$ cat config.mk
export PLATFORM = sky130hd
export DESIGN_NAME = ps2_mouse_cursor_tracker_flat
export DESIGN_NICKNAME = d
export VERILOG_FILES = /design/src/hw/rtl/ps2mc_pkg.sv /design/src/hw/rtl/ps2mc_ifs.sv /design/src/hw/rtl/ps2mc_axis.sv /design/src/hw/rtl/ps2mc_event_seq.sv /design/src/hw/rtl/ps2_mouse_cursor_tracker.sv /design/src/flat_wrapper.sv
export SDC_FILE = /design/constraint.sdc
export NUM_CORES = 1
export LEC_CHECK = 0
export ABC_AREA = 1
export BUFFER_PORTS_ARGS = -buffer_cell sky130_fd_sc_hd__buf_4
export CAP_MARGIN = 25
export CORE_MARGIN = 3
export CORE_UTILIZATION = 25
export DETAILED_ROUTE_END_ITERATION = 6
export PLACE_DENSITY = 0.39
export SETUP_SLACK_MARGIN = 0.15
export SYNTH_ARGS = -nofsm -noshare
export SYNTH_HDL_FRONTEND = slang
export SYNTH_HIERARCHICAL = 1
export SYNTH_SLANG_ARGS = --single-unit
$ cat constraint.sdc
create_clock -name clk -period 10.2 [get_ports clk]
set_input_delay 0.51 -clock clk [delete_from_list [all_inputs] [get_ports clk]]
set_output_delay 0.51 -clock clk [all_outputs]
set_load 0.02 [all_outputs]
$ cat src/hw/rtl/ps2mc_pkg.sv
// Package for the PS/2 mouse cursor tracker: widths, codes, shared structs.
// No dependencies; every other file imports it.
package ps2mc_pkg;

  localparam int COORD_BITS  = 12;   // stored cursor position width
  localparam int SIZE_BITS   = 12;   // screen size register width
  localparam int OUT_XY_BITS = 12;   // cursor fields of an event beat
  localparam int WORK_BITS   = ((COORD_BITS > SIZE_BITS) ? COORD_BITS : SIZE_BITS) + 2;
  localparam int CFG_IDX_BITS = 2;

  localparam int DELTA_SPAN  = 256;  // two's complement span of a delta byte
  localparam int BOUND_BACK  = 2;    // overshoot lands at size - 2
  localparam logic [7:0] BTN_MASK = 8'h07;

  localparam logic [SIZE_BITS-1:0] WIDTH_RST  = SIZE_BITS'(640);
  localparam logic [SIZE_BITS-1:0] HEIGHT_RST = SIZE_BITS'(480);

  localparam logic [CFG_IDX_BITS-1:0] CFG_SCREEN_WIDTH  = CFG_IDX_BITS'(0);
  localparam logic [CFG_IDX_BITS-1:0] CFG_SCREEN_HEIGHT = CFG_IDX_BITS'(1);

  typedef logic [COORD_BITS-1:0] coord_t;
  typedef logic [SIZE_BITS-1:0]  size_t_t;

  typedef enum logic [1:0] {
    EV_WHEEL = 2'd0,
    EV_CLICK = 2'd1,
    EV_MOVE  = 2'd2
  } ev_kind_t;

  // pending event mask, bit order is emission order
  typedef struct packed {
    logic move;
    logic click;
    logic wheel;
  } ev_mask_t;

  typedef struct packed {
    logic [2:0]        buttons;
    logic [7:0]        dx;
    logic [7:0]        dy;
    logic signed [7:0] wheel;
  } report_t;

  // one report handed from the input stage to the event sequencer
  typedef struct packed {
    ev_mask_t mask;
    report_t  rep;
    coord_t   old_x;
    coord_t   old_y;
    coord_t   new_x;
    coord_t   new_y;
  } seq_load_t;

endpackage

$ cat src/hw/rtl/ps2mc_ifs.sv
// Valid/ready channel interfaces for reports in and events out.
// Depends on ps2mc_pkg for widths.
interface ps2mc_rep_if;
  import ps2mc_pkg::*;
  logic              valid;
  logic              ready;
  logic [7:0]        status_byte;
  logic [7:0]        delta_x;
  logic [7:0]        delta_y;
  logic signed [7:0] wheel_delta;

  modport source (output valid, status_byte, delta_x, delta_y, wheel_delta, input ready);
  modport sink   (input valid, status_byte, delta_x, delta_y, wheel_delta, output ready);
endinterface

interface ps2mc_evt_if;
  import ps2mc_pkg::*;
  logic                   valid;
  logic                   ready;
  logic [1:0]             event_kind;
  logic [OUT_XY_BITS-1:0] cursor_x;
  logic [OUT_XY_BITS-1:0] cursor_y;
  logic [2:0]             button_bits;
  logic signed [7:0]      wheel_amount;
  logic [7:0]             raw_dx;
  logic [7:0]             raw_dy;
  logic                   last_event;

  modport source (output valid, event_kind, cursor_x, cursor_y, button_bits,
                  wheel_amount, raw_dx, raw_dy, last_event, input ready);
  modport sink   (input valid, event_kind, cursor_x, cursor_y, button_bits,
                  wheel_amount, raw_dx, raw_dy, last_event, output ready);
endinterface

$ cat src/hw/rtl/ps2mc_axis.sv
// One cursor axis: apply a delta byte, clamp at 0 or at the screen bound.
// Depends on ps2mc_pkg.
module ps2mc_axis
  import ps2mc_pkg::*;
(
  input  coord_t     pos_i,
  input  size_t_t    size_i,
  input  logic [7:0] delta_i,
  input  logic       grow_i,   // step toward the upper bound
  output coord_t     pos_o
);

  logic [8:0]           mag;
  logic [WORK_BITS-1:0] pos_w;
  logic [WORK_BITS-1:0] sum_w;
  logic [WORK_BITS-1:0] dif_w;
  logic [SIZE_BITS-1:0] bound;

  always_comb begin
    // magnitude of the two's complement byte
    if (delta_i[7]) begin
      mag = 9'(DELTA_SPAN) - {1'b0, delta_i};
    end else begin
      mag = {1'b0, delta_i};
    end
    pos_w = WORK_BITS'(pos_i);
    sum_w = pos_w + WORK_BITS'(mag);
    dif_w = pos_w - WORK_BITS'(mag);
    bound = (size_i >= SIZE_BITS'(BOUND_BACK)) ? size_i - SIZE_BITS'(BOUND_BACK) : '0;

    if (grow_i) begin
      if (sum_w > WORK_BITS'(size_i)) begin
        pos_o = COORD_BITS'(bound);
      end else begin
        pos_o = COORD_BITS'(sum_w);
      end
    end else begin
      // sign bit of the difference: went below zero
      if (dif_w[WORK_BITS-1]) begin
        pos_o = '0;
      end else begin
        pos_o = COORD_BITS'(dif_w);
      end
    end
  end

endmodule

$ cat src/hw/rtl/ps2mc_event_seq.sv
// Event sequencer: holds one report and emits its events, one beat a cycle
// unless out_ch stalls, via the output register. Depends on ps2mc_pkg, ps2mc_evt_if.
module ps2mc_event_seq
  import ps2mc_pkg::*;
(
  input  logic       clk,
  input  logic       rst_n,
  input  logic       load_i,
  input  seq_load_t  load_data_i,
  output logic       free_o,
  ps2mc_evt_if.source out_ch
);

  logic      seq_vld_r;
  seq_load_t seq_r;
  ev_mask_t  pend_r;
  ev_mask_t  pend_nxt;
  ev_mask_t  cur;
  logic      emit;
  logic      last;

  logic                   out_vld_r;
  ev_kind_t               kind_r;
  logic [OUT_XY_BITS-1:0] x_r;
  logic [OUT_XY_BITS-1:0] y_r;
  logic [2:0]             btn_r;
  logic signed [7:0]      whl_r;
  logic [7:0]             dx_r;
  logic [7:0]             dy_r;
  logic                   last_r;

  always_comb begin
    cur = '0;
    if (pend_r.wheel) begin
      cur.wheel = 1'b1;
    end else if (pend_r.click) begin
      cur.click = 1'b1;
    end else begin
      cur.move = pend_r.move;
    end
    pend_nxt = pend_r & ~cur;
    last     = (pend_nxt == '0);
    emit     = seq_vld_r && (!out_vld_r || out_ch.ready);
    free_o   = !seq_vld_r || (emit && last);
  end

  always_ff @(posedge clk) begin
    if (!rst_n) begin
      seq_vld_r <= 1'b0;
      pend_r    <= '0;
      out_vld_r <= 1'b0;
    end else begin
      if (load_i) begin
        seq_vld_r <= 1'b1;
        pend_r    <= load_data_i.mask;
      end else if (emit) begin
        seq_vld_r <= !last;
        pend_r    <= pend_nxt;
      end
      if (emit) begin
        out_vld_r <= 1'b1;
      end else if (out_ch.ready) begin
        out_vld_r <= 1'b0;
      end
    end
  end

  // payload: no reset
  always_ff @(posedge clk) begin
    if (load_i) begin
      seq_r <= load_data_i;
    end
    if (emit) begin
      last_r <= last;
      if (cur.wheel) begin
        kind_r <= EV_WHEEL;
        x_r    <= OUT_XY_BITS'(seq_r.old_x);
        y_r    <= OUT_XY_BITS'(seq_r.old_y);
        btn_r  <= '0;
        whl_r  <= seq_r.rep.wheel;
        dx_r   <= '0;
        dy_r   <= '0;
      end else if (cur.click) begin
        kind_r <= EV_CLICK;
        x_r    <= OUT_XY_BITS'(seq_r.old_x);
        y_r    <= OUT_XY_BITS'(seq_r.old_y);
        btn_r  <= seq_r.rep.buttons;
        whl_r  <= '0;
        dx_r   <= '0;
        dy_r   <= '0;
      end else begin
        kind_r <= EV_MOVE;
        x_r    <= OUT_XY_BITS'(seq_r.new_x);
        y_r    <= OUT_XY_BITS'(seq_r.new_y);
        btn_r  <= '0;
        whl_r  <= '0;
        dx_r   <= seq_r.rep.dx;
        dy_r   <= seq_r.rep.dy;
      end
    end
  end

  assign out_ch.valid        = out_vld_r;
  assign out_ch.event_kind   = kind_r;
  assign out_ch.cursor_x     = x_r;
  assign out_ch.cursor_y     = y_r;
  assign out_ch.button_bits  = btn_r;
  assign out_ch.wheel_amount = whl_r;
  assign out_ch.raw_dx       = dx_r;
  assign out_ch.raw_dy       = dy_r;
  assign out_ch.last_event   = last_r;

  a_busy_has_pending: assert property (@(posedge clk) disable iff (!rst_n)
    seq_vld_r |-> (pend_r != '0))
    else $error("sequencer busy with no pending event");

  a_load_when_free: assert property (@(posedge clk) disable iff (!rst_n)
    load_i |-> (free_o && load_data_i.mask != '0))
    else $error("report loaded into a busy sequencer or with no events");

  a_emit_one_event: assert property (@(posedge clk) disable iff (!rst_n)
    emit |-> $onehot(cur))
    else $error("emitted beat does not select exactly one event");

  a_last_frees: assert property (@(posedge clk) disable iff (!rst_n)
    (emit && last && !load_i) |=> !seq_vld_r)
    else $error("sequencer still busy after its last event");

endmodule

$ cat src/hw/rtl/ps2_mouse_cursor_tracker.sv
// Top level of the PS/2 mouse cursor tracker: input register, cursor state,
// screen size registers. Depends on ps2mc_pkg, ps2mc_ifs, ps2mc_axis, ps2mc_event_seq.
//
//   channel  | dir | handshake          | beat
//   ---------+-----+--------------------+------------------------------------------
//   in_ch    | in  | valid/ready        | one decoded report: status, dx, dy, wheel
//   out_ch   | out | valid/ready        | one event: kind, cursor, buttons, wheel, deltas
//   cfg_*    | in  | cfg_we, no ready   | screen width (index 0) / height (index 1)
//
// A report beat lands in the input register; once the sequencer is free it moves
// into the event sequencer and a moving report updates the cursor; events leave
// one per cycle from the output register unless out_ch stalls, so the sequencer
// holds a report until its 1 to 3 events are out, and a report with no events
// drops straight out of the input register without entering the sequencer.
// Reset is synchronous, active low: cursor to (0,0), size to 640 x 480.
// A stall on out_ch holds the output register and backs up into in_ch.ready.
module ps2_mouse_cursor_tracker
  import ps2mc_pkg::*;
(
  input  logic                    clk,
  input  logic                    rst_n,
  ps2mc_rep_if.sink               in_ch,
  ps2mc_evt_if.source             out_ch,
  input  logic                    cfg_we,
  input  logic [CFG_IDX_BITS-1:0] cfg_index,
  input  logic [SIZE_BITS-1:0]    cfg_data
);

  size_t_t   width_r;
  size_t_t   height_r;
  coord_t    pos_x_r;
  coord_t    pos_y_r;
  coord_t    new_x;
  coord_t    new_y;

  logic      in_vld_r;
  report_t   in_r;
  ev_mask_t  mask;
  logic      mv;
  logic      seq_free;
  logic      load;
  seq_load_t load_data;

  // Hold a report in the input register until the sequencer takes it.
  always_comb begin
    mask.wheel = (in_r.wheel != '0);
    mask.click = (in_r.buttons != '0);
    mask.move  = (in_r.dx != '0) || (in_r.dy != '0);
    // a report with no events drops straight out of the input register
    mv   = in_vld_r && ((mask == '0) || seq_free);
    load = mv && (mask != '0);
    load_data.mask  = mask;
    load_data.rep   = in_r;
    load_data.old_x = pos_x_r;
    load_data.old_y = pos_y_r;
    load_data.new_x = new_x;
    load_data.new_y = new_y;
  end

  assign in_ch.ready = !in_vld_r || mv;

  // X grows for a non-negative byte; Y is inverted, so a negative byte grows it.
  ps2mc_axis u_axis_x (
    .pos_i   (pos_x_r),
    .size_i  (width_r),
    .delta_i (in_r.dx),
    .grow_i  (!in_r.dx[7]),
    .pos_o   (new_x)
  );

  ps2mc_axis u_axis_y (
    .pos_i   (pos_y_r),
    .size_i  (height_r),
    .delta_i (in_r.dy),
    .grow_i  (in_r.dy[7]),
    .pos_o   (new_y)
  );

  always_ff @(posedge clk) begin
    if (!rst_n) begin
      in_vld_r <= 1'b0;
      width_r  <= WIDTH_RST;
      height_r <= HEIGHT_RST;
      pos_x_r  <= '0;
      pos_y_r  <= '0;
    end else begin
      if (in_ch.valid && in_ch.ready) begin
        in_vld_r <= 1'b1;
      end else if (mv) begin
        in_vld_r <= 1'b0;
      end
      // advance the cursor only on a report that moves
      if (load && mask.move) begin
        pos_x_r <= new_x;
        pos_y_r <= new_y;
      end
      if (cfg_we) begin
        case (cfg_index)
          CFG_SCREEN_WIDTH:  width_r  <= cfg_data;
          CFG_SCREEN_HEIGHT: height_r <= cfg_data;
          default: ;
        endcase
      end
    end
  end

  always_ff @(posedge clk) begin
    if (in_ch.valid && in_ch.ready) begin
      in_r.buttons <= in_ch.status_byte[2:0] & BTN_MASK[2:0];
      in_r.dx      <= in_ch.delta_x;
      in_r.dy      <= in_ch.delta_y;
      in_r.wheel   <= in_ch.wheel_delta;
    end
  end

  ps2mc_event_seq u_seq (
    .clk         (clk),
    .rst_n       (rst_n),
    .load_i      (load),
    .load_data_i (load_data),
    .free_o      (seq_free),
    .out_ch      (out_ch)
  );

  a_still_cursor: assert property (@(posedge clk) disable iff (!rst_n)
    !(load && mask.move) |=> ($stable(pos_x_r) && $stable(pos_y_r)))
    else $error("cursor changed without a moving report");

  a_full_in_holds: assert property (@(posedge clk) disable iff (!rst_n)
    (in_vld_r && !mv) |-> !in_ch.ready)
    else $error("input register overwritten while still held");

  a_move_in_range: assert property (@(posedge clk) disable iff (!rst_n)
    (load && mask.move && in_r.dx[7]) |-> (new_x <= pos_x_r))
    else $error("leftward move increased cursor x");

endmodule

$ cat src/flat_wrapper.sv
// flat-port wrapper written by rule: the top's interface ports become plain ports
module ps2_mouse_cursor_tracker_flat import ps2mc_pkg::*;
  (clk, rst_n, cfg_we, cfg_index, cfg_data, in_ch_valid, in_ch_status_byte, in_ch_delta_x, in_ch_delta_y, in_ch_wheel_delta, in_ch_ready, out_ch_valid, out_ch_event_kind, out_ch_cursor_x, out_ch_cursor_y, out_ch_button_bits, out_ch_wheel_amount, out_ch_raw_dx, out_ch_raw_dy, out_ch_last_event, out_ch_ready);
  ps2mc_rep_if in_ch_i ();
  ps2mc_evt_if out_ch_i ();
  input  logic clk;
  input  logic rst_n;
  input  logic cfg_we;
  input  logic [CFG_IDX_BITS-1:0] cfg_index;
  input  logic [SIZE_BITS-1:0] cfg_data;
  input wire logic [$bits(in_ch_i.valid)-1:0] in_ch_valid;
  input wire logic [$bits(in_ch_i.status_byte)-1:0] in_ch_status_byte;
  input wire logic [$bits(in_ch_i.delta_x)-1:0] in_ch_delta_x;
  input wire logic [$bits(in_ch_i.delta_y)-1:0] in_ch_delta_y;
  input wire logic [$bits(in_ch_i.wheel_delta)-1:0] in_ch_wheel_delta;
  output wire logic [$bits(in_ch_i.ready)-1:0] in_ch_ready;
  output wire logic [$bits(out_ch_i.valid)-1:0] out_ch_valid;
  output wire logic [$bits(out_ch_i.event_kind)-1:0] out_ch_event_kind;
  output wire logic [$bits(out_ch_i.cursor_x)-1:0] out_ch_cursor_x;
  output wire logic [$bits(out_ch_i.cursor_y)-1:0] out_ch_cursor_y;
  output wire logic [$bits(out_ch_i.button_bits)-1:0] out_ch_button_bits;
  output wire logic [$bits(out_ch_i.wheel_amount)-1:0] out_ch_wheel_amount;
  output wire logic [$bits(out_ch_i.raw_dx)-1:0] out_ch_raw_dx;
  output wire logic [$bits(out_ch_i.raw_dy)-1:0] out_ch_raw_dy;
  output wire logic [$bits(out_ch_i.last_event)-1:0] out_ch_last_event;
  input wire logic [$bits(out_ch_i.ready)-1:0] out_ch_ready;
  assign in_ch_i.valid = in_ch_valid;
  assign in_ch_i.status_byte = in_ch_status_byte;
  assign in_ch_i.delta_x = in_ch_delta_x;
  assign in_ch_i.delta_y = in_ch_delta_y;
  assign in_ch_i.wheel_delta = in_ch_wheel_delta;
  assign in_ch_ready = in_ch_i.ready;
  assign out_ch_valid = out_ch_i.valid;
  assign out_ch_event_kind = out_ch_i.event_kind;
  assign out_ch_cursor_x = out_ch_i.cursor_x;
  assign out_ch_cursor_y = out_ch_i.cursor_y;
  assign out_ch_button_bits = out_ch_i.button_bits;
  assign out_ch_wheel_amount = out_ch_i.wheel_amount;
  assign out_ch_raw_dx = out_ch_i.raw_dx;
  assign out_ch_raw_dy = out_ch_i.raw_dy;
  assign out_ch_last_event = out_ch_i.last_event;
  assign out_ch_i.ready = out_ch_ready;
  ps2_mouse_cursor_tracker u_core (.clk(clk), .rst_n(rst_n), .in_ch(in_ch_i), .out_ch(out_ch_i), .cfg_we(cfg_we), .cfg_index(cfg_index), .cfg_data(cfg_data));
endmodule
== Word level (Yosys, flattened, before mapping) ==
Cells that the tools add are included.

* Add/sub/neg operators: 8
* $lt $le $gt $ge: 4
* Equal/unequal tests: 1
* Muxes and demuxes: 27
* Bitwise gates (word level): 3
* Reduce and logical (&&, ||, !) cells: 30

{| class="wikitable"
|+ Operator list
! cell !! count
|-
| $mux 12 || 12
|-
| $add 12x9->13 || 2
|-
| $gt 13x12->1 || 2
|-
| $sub 12x9->13 || 2
|-
| $ge 12x2->1 const B || 2
|-
| $reduce_bool 8->1 || 3
|-
| $sub 12x2->12 const B || 2
|-
| $mux 9 || 2
|-
| $sub 9x8->9 const A || 2
|-
| $mux 1 || 9
|-
| $logic_and 1x1->1 || 6
|-
| $logic_not 3->1 || 2
|-
| $mux 3 || 2
|-
| $reduce_bool 2->1 || 3
|-
| $reduce_bool 3->1 || 2
|-
| $logic_or 1x1->1 || 5
|-
| $logic_not 1->1 || 4
|-
| $mux 2 || 2
|-
| $reduce_and 2->1 || 2
|-
| $reduce_or 2->1 || 2
|-
| $and 3x3->3 || 1
|-
| $not 3->3 || 1
|-
| $eq 2x1->1 const B || 1
|-
| $logic_not 2->1 || 1
|-
| $not 1->1 || 1
|}

* Bits in registers: 210
* Bits of input ports: 51
* Output and inout bits: 56
* Logic and storage cells: 103

== Longest topological paths before layout ==
* Word-level depth: 12
* Depth in mapped cells: 35
* Mapped depth without buffers: 34

== Hierarchy ==
The synthesis kept the hierarchy.

{| class="wikitable"
|+ By module, submodules not included
! module !! times used !! cells an instance !! area each (um^2) !! seq. area each (um^2)
|-
| ps2mc_event_seq || 1 || 301 || 4670.7 || 3973.8
|-
| ps2_mouse_cursor_tracker || 1 || 402 || 3150.5 || 1791.7
|-
| ps2mc_axis at u_core.u_axis_y || 1 || 407 || 2358.5 || 0.0
|-
| ps2mc_axis at u_core.u_axis_x || 1 || 397 || 2326.0 || 0.0
|}

== Worst setup path before layout ==
Ideal clock, no wire load.

* Kind: input to register
* From: input port out_ch_ready
* To: register u_core/u_seq/pend_r[2] (netlist bit)
* Setup time: 121 ps
* Arrival time: 5311 ps
* Required time: 10079 ps
* Slack: 4767 ps
* Stages: 12
* Path buffers: 1
* Path through: inv_1 > nand2_1 > nand3_2 > nand2_2 > buf_2 > inv_1 > nor2_1 > inv_1 > nand3_1 > nand2_1 > nand2_1 > a21oi_1

* Longest elaborated chain between the ends: 8
* Elaborated cells between the ends (all ways): 9
* Classes of those cells: mux (1); reduce/logical (8)

{| class="wikitable"
|+ RTL lines
! element !! RTL line !! RTL
|-
| from (decl) || flat_wrapper.sv:26 || <nowiki>input wire logic [$bits(out_ch_i.ready)-1:0] out_ch_ready;</nowiki>
|-
| $logic_or 1x1->1 (*) || ps2mc_event_seq.sv:43 || <nowiki>emit = seq_vld_r && (!out_vld_r || out_ch.ready);</nowiki>
|-
| $logic_and 1x1->1 (*) || ps2mc_event_seq.sv:43 ||
|-
| $logic_and 1x1->1 (*) || ps2mc_event_seq.sv:44 || <nowiki>free_o = !seq_vld_r || (emit && last);</nowiki>
|-
| $logic_or 1x1->1 (*) || ps2mc_event_seq.sv:44 ||
|-
| named net u_core.seq_free || ps2_mouse_cursor_tracker.sv:40 || <nowiki>logic seq_free;</nowiki>
|-
| $logic_or 1x1->1 (*) || ps2_mouse_cursor_tracker.sv:50 || <nowiki>mv = in_vld_r && ((mask == '0) || seq_free);</nowiki>
|-
| $logic_and 1x1->1 (*) || ps2_mouse_cursor_tracker.sv:50 ||
|-
| $logic_and 1x1->1 (*) || ps2_mouse_cursor_tracker.sv:51 || <nowiki>load = mv && (mask != '0);</nowiki>
|-
| named net u_core.load || ps2_mouse_cursor_tracker.sv:41 || <nowiki>logic load;</nowiki>
|-
| $mux 3 or $reduce_bool 2->1 (tied branches) || n/a ||
|-
| to (signal assigned) || ps2mc_event_seq.sv:55 || <nowiki>pend_r <= load_data_i.mask;</nowiki>
|-
| to (signal assigned) || ps2mc_event_seq.sv:58 || <nowiki>pend_r <= pend_nxt;</nowiki>
|-
| to (decl) || ps2mc_event_seq.sv:16 || <nowiki>ev_mask_t pend_r;</nowiki>
|}

The timed path passes the listed nets; every way through them passes the cells marked *.
A chain may end at the register's enable or synchronous reset.

==> metrics.md <==
| Metric | Value |
|---|---|
| DRT Wirelength | 34100 um |
| CP Capture Type | register |
| Clock Skew | about 0.016 ns |
| Crit-path max cell delay | 0.53 ns |
| Vias/cell | ~4.2 |
| Cell with the most instances after synthesis | nand2_1 |
| DR pass1 iterations | 5 |
| I/O Buffers | between 100 and 150 |
| Initial drt markers | about 490 |
| Storage element area | about 5800 um2 |
| Number of global-route vias before repair | approximately 9400 |
| H-tree depth | 1 |
| Final Total Pwr | about 0.0025 W |
| Final setup vio count | 0 |
| Post-synthesis cell type count | 48 |
| Crit path DAT | 5.35 ns |
| Pwr Density | 167 nW/um2 |
| Num CTS Buffers | 25 |
| GRT Resource Usage Total | 12.8% |
| Hold_buf cts | 0 |
| GR Util met1 | 18.1% |
| Max-slew violation count | 0 |
| Core Rows | between 80 and 90 |
| Worst-Skew Late Latency | around 0.54 ns |
| Clk root buf | clkbuf_16 |
| First-pass GRT wire length | between 50000 and 60000 um |
| Multi-input logic area | ~5300 um2 |
| Die Span Y | between 200 and 250 um |
| Tcrit/Tclk final | about half |
| Mapped Cells | 1507 |
| Core Area | 49200 um2 |
| Routed len/inst | 14.9 um |
| Ports | approximately 110 |
| Worst Tran Pin Value | around 1.0 ns |
| DP Area | 13800 um2 |
| Design Area, Final | around 15000 um2 |
| CTS tree | yes |
| Synth Register Bits | 210 |
| Share of layout cells above drive strength 1 | 16.8% |
| Status | finished clean |
| TritonCTS Sinks | 210 |
| Slew HR | 33.3% |
| Synthesized area | around 13000 um2 |
| Largest area contributor in the netlist | edfxtp_1 |
| Met2 GRT Util | approximately 21% |
| GRT Max-Usage Layer | met2 |
| Initial core utilization | 25.4% |
| RePlAce Congestion | roughly 0.84 |
| Synth cell count leaders | nand2_1 (358), inv_1 (268), edfxtp_1 (156) |
| Post-synth EDFFs | between 150 and 200 |
| Largest cells by area after synthesis | edfxtp_1 (37%), nand2_1 (11%), dfxtp_1 (8.6%) |
| Fmax | a little over 200 MHz |
| Delay-heaviest family, CP | simple AND/OR/NAND/NOR gates |
| RSZ-0062 raised after global routing | no |
| Tmin final | a little under 5 ns |
| Clock slew at reported path FFs | around 0.060 ns |
| Yosys top cell area share | a little under two fifths |
| Sequential area share after synthesis | a little under half |
| Async SR Flop Fraction | 0% |
| Synthesized Nets | 1632 |
| Total number of vias | about 9600 |
| Routed Antenna Nets | 0 |
| Met3 usage | under 10% |
| Hold Path Class | in -> reg |
| DPL Wire Length | 25000 um |
| Pleak | ~7.0 nW |
| Crit path max fanout | 13 |
| Die Wd | ~230 um |
| Gr ovfl total | 0 |
| Die area | around 53000 um2 |
| Slowest cell on crit path | edfxtp_1 |
| DRC violation count after routing | 0 |
| Worst Setup Path Type | reg -> reg |
| Largest net degree at the start of global routing | between 70 and 80 |
| Fin nets | 1722 |
| Most frequent CP cell | inv_1 |
| Filler instances | about 5300 |
| Worst EP required | ~11 ns |
| WP buf/inv | 6 |
| Initial antenna violation count | 0 |
| Final Hold Fails | 0 |
| Yosys warns | 6 |
| Final TNS setup | 0 ns |
| CP startpoint kind | register |
| Max Cap Viol | 0 |
| Primary FF master, synth | edfxtp_1 |
| Area growth, synth to finish | 17.2% |
| Max clock buf depth | 3 |
| Avg Cell Area, Syn | 8.30 um2 |
| VDD IR max | ~0.09 mV |
| Post-CTS sizing | 0 |
| Number of post-CTS setup repair buffers | 0 |
==> layout by cell type (no fill, tap or decap), types with 6 or more instances in the layout <==
| cell type | instances |
|---|---|
| inv_1 | 267 |
| edfxtp_1 | 156 |
| xor2_1 | 32 |
| nand2_2 | 40 |
| dfxtp_1 | 54 |
| inv_2 | 26 |
| nand4_1 | 38 |
| buf_4 | 106 |
| nor3_1 | 15 |
| nand3_1 | 96 |
| clkinv_1 | 7 |
| a21oi_1 | 33 |
| nand2_1 | 358 |
| nor2_1 | 138 |
| o21ai_0 | 36 |
| or2_2 | 6 |
| clkbuf_16 | 25 |
| ha_1 | 70 |
| nand3_2 | 36 |
| clkbuf_1 | 6 |
==> registers in the layout (all words and copies together) (netlist names) <==
register	cells
u_core/u_seq/seq_r	75
u_core/in_r	27
u_core/height_r	12
u_core/pos_x_r	12
u_core/pos_y_r	12
u_core/u_seq/out_ch.cursor_x	12
u_core/u_seq/out_ch.cursor_y	12
u_core/width_r	12
u_core/u_seq/out_ch.raw_dx	8
u_core/u_seq/out_ch.raw_dy	8
u_core/u_seq/out_ch.wheel_amount	8
u_core/u_seq/out_ch.button_bits	3
u_core/u_seq/pend_r	3
u_core/u_seq/out_ch.event_kind	2
u_core/in_vld_r	1
u_core/u_seq/out_ch.last_event	1
u_core/u_seq/out_ch.valid	1
u_core/u_seq/seq_vld_r	1
==> stage by stage <==
stage          setup slack (ns)  cells  hold slack [ns]  util (%)
2_1_floorplan              4.77   1507            0.425         -
3_3_place_gp               5.34   2234            0.434      28.2
3_5_place_dp               5.29   2234            0.433      28.2
4_1_cts                    5.24   2280            0.110      29.8
5_1_grt                    4.71   2280            0.115      29.8
6_report                   5.28   2281            0.144      29.8
==> cell families (layout without fill, tap and decap cells) <==
group	after synthesis	in the layout	share of synthesized area, %
AO/OA/AOI/OAI	97	97	4.49
flip-flops	210	210	46.1
AND/OR/NAND/NOR	748	748	27.9
XOR/XNOR	35	35	2.45
adder cells (fa/ha/maj)	74	74	7.64
buffers and inverters	339	448	11.3
other	4	5	0.120
==> final timing paths <==
kind               startpoint                endpoint  slack, ns  cells past startpoint
max            u_core/in_r[8]      u_core/pos_y_r[11]       5.28                     28
min reg2reg    u_core/in_r[4]  u_core/u_seq/seq_r[52]       0.45                      0
max reg2reg    u_core/in_r[8]      u_core/pos_y_r[11]       5.28                     28
min          in_ch_delta_y[5]         u_core/in_r[13]       0.14                      1
==> power breakdown <==
group	leakage (nW)	switching (W)	internal [W]
Combinational	4.64	0.000369	0.000189
Sequential	1.92	0.0000357	0.000984
Clock	0.396	0.000355	0.000520
Total	6.96	0.000759	0.00169
==> per-layer routing <==
metal,share of wire (%),vias up
met4,1.9,0
met3,3.3,42
met1,50,4414
li1,-,4959
met2,45,141
met5,0,-
==> layout make-up <==
class,count,area share [%]
Inverter,296,7.60
Tap cell,664,5.67
Clock buffer,33,4.61
Sequential cell,210,39.4
Multi-Input combinational cell,958,36.4
Antenna cell,1,0.0171
Timing Repair Buffer,106,5.43
Clock inverter,13,0.922
Note: power is estimated with default switching activity, not from simulation.
